## config.mk

```make
export PLATFORM = sky130hd
export DESIGN_NAME = linear_interp_resampler_top
export DESIGN_NICKNAME = d
export VERILOG_FILES = /design/src/design/lir_pkg.sv /design/src/design/linear_interp_resampler_top.sv
export SDC_FILE = /design/constraint.sdc
export NUM_CORES = 2
export LEC_CHECK = 0
export ABC_AREA = 1
export BUFFER_PORTS_ARGS = -buffer_cell sky130_fd_sc_hd__buf_2
export CORE_UTILIZATION = 35
export CTS_CLUSTER_SIZE = 16
export DETAILED_ROUTE_END_ITERATION = 7
export HOLD_SLACK_MARGIN = 0.08
export PLACE_DENSITY_LB_ADDON = 0.3
export SLEW_MARGIN = 20
export SYNTH_ARGS = -nofsm -noshare
export SYNTH_HDL_FRONTEND = slang
export SYNTH_SLANG_ARGS = --single-unit
```

## constraint.sdc

```tcl
create_clock -name clk -period 11.62 [get_ports clk]
set_input_delay 2.905 -clock clk [delete_from_list [all_inputs] [get_ports clk]]
set_output_delay 2.905 -clock clk [all_outputs]
set_load 0.02 [all_outputs]
```

## src/design/lir_pkg.sv

```systemverilog
// Shared constants, register codes and transfer types of the linear interpolation resampler.
package lir_pkg;

	localparam int MAX_CHANNELS = 8;
	localparam int MAX_STRETCH  = 8;
	localparam int SAMPLE_BITS  = 16;
	localparam int FRAC_BITS    = 32;
	localparam int RESULT_LIMIT = 64;

	localparam int CH_W    = $clog2(MAX_CHANNELS);
	localparam int COUNT_W = 4;
	localparam int WHOLE_W = 4;
	localparam int SKIP_W  = 5;
	localparam int N_W     = $clog2(RESULT_LIMIT + 1);
	localparam int ADDR_W  = 4;

	localparam int PROD_W = SAMPLE_BITS + 1 + FRAC_BITS + 1;
	localparam int ACC_W  = PROD_W + 1;

	localparam logic [FRAC_BITS-1:0] STEP_LEAST =
		FRAC_BITS'((64'd1 << FRAC_BITS) / MAX_STRETCH);

	localparam logic [WHOLE_W-1:0]   RST_STEP_WHOLE    = WHOLE_W'(1);
	localparam logic [FRAC_BITS-1:0] RST_STEP_FRACTION = '0;
	localparam logic [COUNT_W-1:0]   RST_CHANNEL_COUNT = COUNT_W'(1);
	localparam logic                 RST_PASS_THROUGH  = 1'b1;

	typedef enum logic [1:0] {
		REG_STEP_WHOLE    = 2'd0,
		REG_STEP_FRACTION = 2'd1,
		REG_CHANNEL_COUNT = 2'd2,
		REG_PASS_THROUGH  = 2'd3
	} reg_index_t;

	typedef struct packed {
		logic signed [SAMPLE_BITS-1:0] sample_in;
		logic                          end_of_stream;
	} src_item_t;

	typedef struct packed {
		logic signed [SAMPLE_BITS-1:0] sample_out;
		logic [CH_W-1:0]               channel_out;
		logic                          last_of_run;
	} dst_item_t;

endpackage

```

## src/design/linear_interp_resampler_top.sv

```systemverilog
// Linear interpolation resampler: APB registers, frame store and shared multiply sequencer.
// A pass-through sample is registered and shows in the cycle after its input transfer; ready
//   returns once the sequencer has passed through ST_FIN after the last output transfer. One item at a time.
// Interpolation: each output goes through multiply, round and transfer (ST_MUL, ST_RND, ST_EMIT) on the one
//   shared multiplier; the transfer waits in ST_EMIT while dst_ready is low.
// A pass-through item goes through ST_EMIT and then ST_FIN; an item that causes no result goes straight to ST_FIN.
// Reset (arst_n low): step 1.0, one channel, pass-through on; frames, position, skip, cursor cleared.
module linear_interp_resampler_top (
	input  logic                             clk,
	input  logic                             arst_n,
	input  logic                             src_valid,
	output logic                             src_ready,
	input  lir_pkg::src_item_t               src_data,
	output logic                             dst_valid,
	input  logic                             dst_ready,
	output lir_pkg::dst_item_t               dst_data,
	input  logic                             psel,
	input  logic                             penable,
	input  logic                             pwrite,
	input  logic [lir_pkg::ADDR_W-1:0]       paddr,
	input  logic [31:0]                      pwdata,
	output logic [31:0]                      prdata,
	output logic                             pready
);

	typedef enum logic [2:0] {
		ST_IDLE,
		ST_MUL,
		ST_RND,
		ST_EMIT,
		ST_FIN
	} state_t;

	// Configuration registers
	logic [lir_pkg::WHOLE_W-1:0]   step_whole_q;
	logic [lir_pkg::FRAC_BITS-1:0] step_fraction_q;
	logic [lir_pkg::COUNT_W-1:0]   channel_count_q;
	logic                          pass_through_q;

	// Stream state
	logic signed [lir_pkg::SAMPLE_BITS-1:0] prev_q [lir_pkg::MAX_CHANNELS];
	logic signed [lir_pkg::SAMPLE_BITS-1:0] cur_q  [lir_pkg::MAX_CHANNELS];
	logic [lir_pkg::FRAC_BITS-1:0] pos_q;
	logic [lir_pkg::SKIP_W-1:0]    skip_q;
	logic [lir_pkg::CH_W-1:0]      cursor_q;
	logic                          have_prev_q;

	// Per-item sequencer state
	state_t                        state_q;
	logic                          eos_q;
	logic                          done_q;
	logic                          dec_q;
	logic                          pt_q;
	logic [lir_pkg::CH_W-1:0]      c_q;
	logic [lir_pkg::N_W-1:0]       n_q;
	logic signed [lir_pkg::PROD_W-1:0] prod_q;
	lir_pkg::dst_item_t            out_q;
	logic                          out_valid_q;

	logic                          cfg_wr;
	logic [1:0]                    cfg_idx;
	logic [lir_pkg::COUNT_W-1:0]   eff_chans;
	logic                          frame_done;
	logic                          src_xfer;
	logic                          last_ch;
	logic [lir_pkg::FRAC_BITS:0]   f_next;
	logic [lir_pkg::SKIP_W-1:0]    adv;
	logic                          over_limit;
	logic                          brk;
	logic signed [lir_pkg::SAMPLE_BITS:0]   diff;
	logic signed [lir_pkg::FRAC_BITS:0]     f_sgn;
	logic signed [lir_pkg::PROD_W-1:0]      prod_d;
	logic signed [lir_pkg::ACC_W-1:0]       acc;
	logic [lir_pkg::SAMPLE_BITS-1:0]        rounded;

	assign pready  = 1'b1;
	assign cfg_wr  = psel & penable & pwrite;
	assign cfg_idx = paddr[3:2];

	// Register file; the step is held at 1/MAX_STRETCH or more whenever its whole part is zero
	always_ff @(posedge clk or negedge arst_n) begin
		if (!arst_n) begin
			step_whole_q    <= lir_pkg::RST_STEP_WHOLE;
			step_fraction_q <= lir_pkg::RST_STEP_FRACTION;
			channel_count_q <= lir_pkg::RST_CHANNEL_COUNT;
			pass_through_q  <= lir_pkg::RST_PASS_THROUGH;
		end else if (cfg_wr) begin
			case (cfg_idx)
				lir_pkg::REG_STEP_WHOLE: begin
					step_whole_q <= pwdata[lir_pkg::WHOLE_W-1:0];
					if (pwdata[lir_pkg::WHOLE_W-1:0] == '0 &&
					    step_fraction_q < lir_pkg::STEP_LEAST) begin
						step_fraction_q <= lir_pkg::STEP_LEAST;
					end
				end
				lir_pkg::REG_STEP_FRACTION: begin
					if (step_whole_q == '0 &&
					    pwdata[lir_pkg::FRAC_BITS-1:0] < lir_pkg::STEP_LEAST) begin
						step_fraction_q <= lir_pkg::STEP_LEAST;
					end else begin
						step_fraction_q <= pwdata[lir_pkg::FRAC_BITS-1:0];
					end
				end
				lir_pkg::REG_CHANNEL_COUNT: begin
					channel_count_q <= pwdata[lir_pkg::COUNT_W-1:0];
				end
				lir_pkg::REG_PASS_THROUGH: begin
					pass_through_q <= pwdata[0];
				end
				default: begin
				end
			endcase
		end
	end

	always_comb begin
		case (cfg_idx)
			lir_pkg::REG_STEP_WHOLE:    prdata = 32'(step_whole_q);
			lir_pkg::REG_STEP_FRACTION: prdata = 32'(step_fraction_q);
			lir_pkg::REG_CHANNEL_COUNT: prdata = 32'(channel_count_q);
			lir_pkg::REG_PASS_THROUGH:  prdata = 32'(pass_through_q);
			default:                    prdata = '0;
		endcase
	end

	// A count of zero runs one channel; anything above the maximum runs the maximum
	always_comb begin
		if (channel_count_q == '0) begin
			eff_chans = lir_pkg::COUNT_W'(1);
		end else if (channel_count_q > lir_pkg::COUNT_W'(lir_pkg::MAX_CHANNELS)) begin
			eff_chans = lir_pkg::COUNT_W'(lir_pkg::MAX_CHANNELS);
		end else begin
			eff_chans = channel_count_q;
		end
	end

	assign src_ready  = (state_q == ST_IDLE);
	assign src_xfer   = src_valid & src_ready;
	// Frame closes when the cursor reaches or passes the last active channel
	assign frame_done = ({1'b0, cursor_q} + lir_pkg::COUNT_W'(1)) >= eff_chans;

	// Position bookkeeping for the end of one output position
	assign last_ch    = ({1'b0, c_q} + lir_pkg::COUNT_W'(1)) == eff_chans;
	assign f_next     = {1'b0, pos_q} + {1'b0, step_fraction_q};
	assign adv        = lir_pkg::SKIP_W'(step_whole_q) +
	                    lir_pkg::SKIP_W'(f_next[lir_pkg::FRAC_BITS]);
	assign over_limit = (8'(n_q) + 8'd1 + 8'(eff_chans)) > 8'(lir_pkg::RESULT_LIMIT);
	assign brk        = (adv != '0) || over_limit;

	// Shared multiplier: prev*(1-f) + cur*f is rewritten as prev + (cur-prev)*f
	assign diff   = (lir_pkg::SAMPLE_BITS+1)'(cur_q[c_q]) -
	                (lir_pkg::SAMPLE_BITS+1)'(prev_q[c_q]);
	assign f_sgn  = $signed({1'b0, pos_q});
	assign prod_d = diff * f_sgn;

	// Sum and truncate toward zero: floor, then add one for a negative value with a remainder
	assign acc = $signed({{(lir_pkg::ACC_W-lir_pkg::SAMPLE_BITS-lir_pkg::FRAC_BITS)
	                       {prev_q[c_q][lir_pkg::SAMPLE_BITS-1]}},
	                      prev_q[c_q], {lir_pkg::FRAC_BITS{1'b0}}}) +
	             $signed({{(lir_pkg::ACC_W-lir_pkg::PROD_W){prod_q[lir_pkg::PROD_W-1]}},
	                      prod_q});
	assign rounded = acc[lir_pkg::FRAC_BITS +: lir_pkg::SAMPLE_BITS] +
	                 lir_pkg::SAMPLE_BITS'(acc[lir_pkg::ACC_W-1] &&
	                                       (acc[lir_pkg::FRAC_BITS-1:0] != '0));

	always_ff @(posedge clk or negedge arst_n) begin
		if (!arst_n) begin
			state_q     <= ST_IDLE;
			for (int i = 0; i < lir_pkg::MAX_CHANNELS; i++) begin
				prev_q[i] <= '0;
				cur_q[i]  <= '0;
			end
			pos_q       <= '0;
			skip_q      <= '0;
			cursor_q    <= '0;
			have_prev_q <= 1'b0;
			eos_q       <= 1'b0;
			done_q      <= 1'b0;
			dec_q       <= 1'b0;
			pt_q        <= 1'b0;
			c_q         <= '0;
			n_q         <= '0;
			out_valid_q <= 1'b0;
		end else begin
			case (state_q)
				ST_IDLE: begin
					if (src_xfer) begin
						cur_q[cursor_q] <= src_data.sample_in;
						eos_q  <= src_data.end_of_stream;
						done_q <= frame_done;
						dec_q  <= frame_done && !pass_through_q && have_prev_q &&
						          (skip_q != '0);
						pt_q   <= pass_through_q;
						c_q    <= '0;
						n_q    <= '0;
						if (pass_through_q) begin
							// Copy the sample straight into the output register
							out_q.sample_out  <= src_data.sample_in;
							out_q.channel_out <= cursor_q;
							out_q.last_of_run <= 1'b1;
							out_valid_q       <= 1'b1;
							state_q           <= ST_EMIT;
						end else if (frame_done && have_prev_q && skip_q == '0) begin
							state_q <= ST_MUL;
						end else begin
							state_q <= ST_FIN;
						end
					end
				end
				ST_MUL: begin
					prod_q  <= prod_d;
					state_q <= ST_RND;
				end
				ST_RND: begin
					out_q.sample_out  <= rounded;
					out_q.channel_out <= c_q;
					out_q.last_of_run <= last_ch && brk;
					out_valid_q       <= 1'b1;
					state_q           <= ST_EMIT;
				end
				ST_EMIT: begin
					if (dst_ready) begin
						out_valid_q <= 1'b0;
						if (pt_q) begin
							state_q <= ST_FIN;
						end else begin
							n_q <= n_q + lir_pkg::N_W'(1);
							if (last_ch) begin
								// Advance the position; stop once it crosses into the next frame or the result limit would be passed
								pos_q <= f_next[lir_pkg::FRAC_BITS-1:0];
								if (adv != '0) begin
									skip_q  <= adv - lir_pkg::SKIP_W'(1);
									state_q <= ST_FIN;
								end else if (over_limit) begin
									state_q <= ST_FIN;
								end else begin
									c_q     <= '0;
									state_q <= ST_MUL;
								end
							end else begin
								c_q     <= c_q + lir_pkg::CH_W'(1);
								state_q <= ST_MUL;
							end
						end
					end
				end
				ST_FIN: begin
					if (done_q) begin
						if (dec_q) begin
							skip_q <= skip_q - lir_pkg::SKIP_W'(1);
						end
						for (int i = 0; i < lir_pkg::MAX_CHANNELS; i++) begin
							prev_q[i] <= cur_q[i];
						end
						have_prev_q <= 1'b1;
						cursor_q    <= '0;
					end else begin
						cursor_q <= cursor_q + lir_pkg::CH_W'(1);
					end
					// End of stream: drop the partial frame and restart the position
					if (eos_q) begin
						pos_q       <= '0;
						skip_q      <= '0;
						cursor_q    <= '0;
						have_prev_q <= 1'b0;
					end
					state_q <= ST_IDLE;
				end
				default: begin
					state_q <= ST_IDLE;
				end
			endcase
		end
	end

	assign dst_valid = out_valid_q;
	assign dst_data  = out_q;

endmodule
```

; After elaboration in Yosys (flattened, before gate mapping)
; Cells that the tools add are included.
[word_totals]
regBits = 426
inputBits = 60
word_cells = 185
[classes]
n_addsub = 14
n_mul = 1
n_lt_le_gt_ge = 8
eq_ne = 20
n_mux = 59
bitwise_logic = 5
reduce_logical = 42
[op_table]
columns = cell, n
row1 = $mux W32, 6
row2 = $bwmux W128, 1
row3 = $pmux W32 S2, 2
row4 = $pmux W32 S4, 1
row5 = $bmux W16 S3, 2
row6 = $mux W16, 5
row7 = $lt A32 B30 Y1 const B, 2
row8 = $add A48 B50 Y51, 1
row9 = $mul A17 B33 Y50, 1
row10 = $demux W16 S3, 1
row11 = $mux W3, 16
row12 = $mux W20, 2
row13 = $pmux W20 S2, 1
row14 = $mux W5, 7
row15 = $add A32 B32 Y33, 1
row16 = $reduce_bool A32 Y1, 1
row17 = $mux W7, 3
row18 = $sub A16 B16 Y17, 1
row19 = $add A16 B1 Y16, 1
row20 = $reduce_and A2 Y1, 8
row21 = $pmux W7 S2, 1
row22 = $logic_not A4 Y1, 3
row23 = $ne A2 B2 Y1 const B, 6
row24 = $ne A3 B3 Y1 const B, 4
row25 = 41 further kinds, 72

; Logic depth before layout (Yosys ltp)
[logic_depth]
depth_word = 11
ltp_mapped = 45
mapped_depth_nobuf = 43

; Worst setup path before layout
; No wires, ideal clock.
[synth_timing]
path_type = register -> register
startpoint = register c_q[1] (netlist bit)
endpoint = register prod_q[49] (netlist bit), data pin
arrival_ps = 7783
required_time_ps = 11355
setup_slack_ps = 3572
stages_incl_launch_ff = 38
n_path_buf = 5
cell_sequence = dfrtp_1 buf_2 inv_1 clkbuf_1 clkbuf_1 nor2_1 o21ai_0 a31oi_1 ha_1 fa_1 inv_1 nand3_1 nand2_1 nand2_1 a21oi_1 or2_2 nand2_1 inv_1 (+2 left out) nand2_1 fa_1 inv_1 fa_1 fa_1 fa_1 inv_1 fa_1 inv_1 fa_1 ha_1 nand2_1 nor2_1 nand4_1 o21ai_0 a21oi_1 o21ai_0 xor2_1
[synth_via]
elab_chain_len = 6
[synth_rtl]
columns = item, line_no
row1 = "start, declared", linear_interp_resampler_top.sv:54  ; logic [lir_pkg::CH_W-1:0] c_q;
row2 = "start signal, assigned", linear_interp_resampler_top.sv:241  ; c_q <= c_q + lir_pkg::CH_W'(1);
row3 = $not A3 Y4 (implied by the code) (*), "linear_interp_resampler_top.sv:151, linear_interp_resampler_top.sv:152"
row4 = $bmux W16 S3 (on tied branches), "linear_interp_resampler_top.sv:151, linear_interp_resampler_top.sv:152"
row5 = $mux W16 (on tied branches) (2 in a row), "linear_interp_resampler_top.sv:151, linear_interp_resampler_top.sv:152"
row6 = $sub A16 B16 Y17 (*), linear_interp_resampler_top.sv:151  ; assign diff = (lir_pkg::SAMPLE_BITS+1)'(cur_q[c_q]) -
row7 = $mul A17 B33 Y50 (*), linear_interp_resampler_top.sv:154  ; assign prod_d = diff * f_sgn;
row8 = net prod_d (one bit), linear_interp_resampler_top.sv:72  ; logic signed [lir_pkg::PROD_W-1:0] prod_d;
row9 = "end signal, assigned", linear_interp_resampler_top.sv:211  ; prod_q <= prod_d;
row10 = "end, declared", linear_interp_resampler_top.sv:56  ; logic signed [lir_pkg::PROD_W-1:0] prod_q;
; Mark *: on every way through the listed nets, which the timed path passes. The rest lies on a longest branch. The select of a mux whose other input is x is not followed.
; A chain may end at the register's enable or synchronous reset.

; Worst setup path after layout
[layout_timing]
startpoint = register c_q[0] (netlist bit)
endpoint = register prod_q[35] (netlist bit), data pin
; The elaborated chain is that of the path after synthesis.

==> results.toml <==
[finish]
multi_input_area_um2 = 25200
drive_gt1_share_pct = 6.45
final_cell_mix = "nand2_1, inv_1, o21ai_0"
register_area_um2 = 11000
nets = 5939
insertedDiodeCount = 0
layout_commonest_cell = "nand2_1"
areaGrowthSynthToFinish_pct = 9.74
final.fill_count = 11763
fin_area_um2 = 44800

[timing]
setup_viol = 0
finalHoldViolCount = 0
maxSlewHeadroom_pct = 24.7
rsz0062_at_grt = "no"
fmax_mhz = 99.7
finalCritPeriodShare_pct = 86.3
finClkSkew_ns = 0.0599
slew_viol_final = 0
setup_tns_ns = 0
fin_crit_ns = 10.03
worstMarginPinSlew_ns = 1.13

[cts]
postCtsSetupBuffers = 0
cts_buffer_depth = 3
clkTransAtPathRegs_ns = 0.06
cts_buffers = 51
clock-sinks = 426
cts_resized = 0
ctsHoldBuffers = 0
cts_root_buf = "clkbuf_16"
clock_latency_ns = 0.67
h-tree-depth = 2
cts_tree = "yes"

[yosys]
ys_warn_count = 0
yosysSeqAreaShare_pct = 27.0
syn_avg_cell_area_um2 = 7.90
synthCells = 5170
syn_nets = 5924
synth_edf_count = 70
synth_cell_types = 58
postSynth.asyncResetShare_pct = 83.6
ys_ff_latch = 426
syn_area_um2 = 40900
ys.flop_type = "dfrtp_1"

[placement]
dpl.hpwl_um = 96800
port-buffer-count = 111
gp_routability_congestion = 0.938
placed_area_um2 = 43100

[setup_path]
critPathMaxStageDelay_ns = 0.79
worstSetupPathType = "register to register"
cp-end-kind = "register"
arrival_ns = 10.48
start_kind = "register"
crit_fanout = 73
critPathSlowestCell = "dfrtp_4"
cp.required_ns = 12.08

[global_routing]
grt_overflow_total = 0
globalRouteTotalUtil_pct = 21.9
grt_pass1_vias = 34716
grt_pass1_wl_um = 200000
antenna_found_initial = 1
grt_max_degree = 115

[worst_hold_path]
hp-class = "register to register"

[routing]
drcViolationCount = 0
drtIter0Drc = 2390
vias_per_cell = 5.05
ant_nets = 0
wl_per_cell_um = 18.9
drt-total-wl_um = 127000
first_pass_iters = 6
vias = 34013

[floorplan]
row_count = 124
die_h_um = 344
fp.dieW_um = 344
die-area_um2 = 118000
core_um2 = 115000
initial_utilization_pct = 35.5
io_pins = 115

[outcome]
outcome = "completed"

[job]
maxCapViolations = 0
## critical path: cells and delay by family, from the launching register on
kind                       cells  cell delay, ns
buffers and inverters          9            1.52
AOI/OAI and AO/OA              9            1.93
and+or+nand+nor                7            1.48
adders and majority gates      8            3.74
xor gates and xnor gates       1            0.30
DFF                            1            0.79
## through the flow
step | hold WS (ns) | util (%) | cells | worst slack, ns
3_5_place_dp | 0.468 | 37.5 | 6643 | 1.61
3_3_place_gp | 0.461 | 37.5 | 6643 | 1.64
6_report | 0.478 | 39.0 | 6740 | 1.59
2_1_floorplan | 0.448 | - | 5170 | 3.57
5_1_grt | 0.495 | 39.0 | 6740 | 0.993
4_1_cts | 0.483 | 39.0 | 6739 | 1.64
## layout make-up
| cell class | count | area share, % |
|---|---|---|
| Clock buffer | 73 | 3.35 |
| Inverter | 1006 | 8.43 |
| Sequential cell | 426 | 24.6 |
| Clock inverter | 23 | 0.553 |
| Multi-Input combinational cell | 3512 | 56.2 |
| Timing Repair Buffer | 188 | 2.68 |
| Tap cell | 1512 | 4.22 |
## logic make-up (layout without fill, tap and decap cells)
kind of cell,Yosys count,count (layout),share of synthesized area [%]
compound gates,893,893,11.8
xor+xnor,76,76,1.63
fa+ha+maj,694,694,29.6
buf+inv,1232,1290,11.5
flops,426,426,27.0
other cells,1,1,0.00918
simple gates,1848,1848,18.5
## final timing paths
path                       startpoint          to  slack [ns]  cells after the start
min in group asynchronous      arst_n   cur_q[10]        2.26                      1
max reg2reg                    c_q[0]  prod_q[35]        1.59                     34
max                            c_q[0]  prod_q[35]        1.59                     34
min                        prev_q[34]  prev_q[34]        0.48                      2
max in group asynchronous      arst_n  prev_q[15]        7.13                      3
min reg2reg                prev_q[34]  prev_q[34]        0.48                      2
## cell usage after synthesis, types with 5 or more instances
library cell | n | share of area (%)
a21oi_1 | 197 | 2.4
a221oi_1 | 15 | 0.32
a31oi_1 | 24 | 0.37
buf_1 | 14 | 0.13
buf_2 | 28 | 0.34
clkbuf_1 | 177 | 1.6
clkinv_1 | 6 | 0.055
dfrtp_1 | 353 | 22
edfxtp_1 | 70 | 5.1
fa_1 | 453 | 22
ha_1 | 241 | 7.4
inv_1 | 991 | 9.1
inv_2 | 8 | 0.074
nand2_1 | 1044 | 9.6
nand3_1 | 203 | 2.5
nand3b_1 | 5 | 0.092
nand4_1 | 23 | 0.35
nor2_1 | 497 | 4.6
nor3_1 | 27 | 0.33
nor4_1 | 16 | 0.25
nor4_4 | 6 | 0.31
o211ai_1 | 9 | 0.17
o21a_1 | 7 | 0.13
o21ai_0 | 531 | 6.5
o21ai_1 | 6 | 0.074
o21bai_1 | 18 | 0.33
o22ai_1 | 55 | 0.84
o22ai_2 | 5 | 0.15
or2_2 | 14 | 0.21
xnor2_1 | 30 | 0.64
xor2_1 | 46 | 0.99
## registers in the layout, summed over array words and instances, names as in the netlist, 5 cells and up
register and flops:
cur_q 128, dst_data 20, n_q 7, pos_q 32, prev_q 128, prod_q 50, skip_q 5, step_fraction_q 32
## per-layer routing
metal | track usage (%) | wire [um] | vias to the layer above
met1 | 29.4 | 56100 | 16716
met2 | 36.5 | 59300 | 953
met4 | 6.69 | 4020 | 2
met5 | 0 | 13 | -
met3 | 3.03 | 7590 | 217
li1 | - | - | 16125
Power is not shown: default switching activity piles up to over one toggle a cycle in this logic, so the estimate is an artifact.
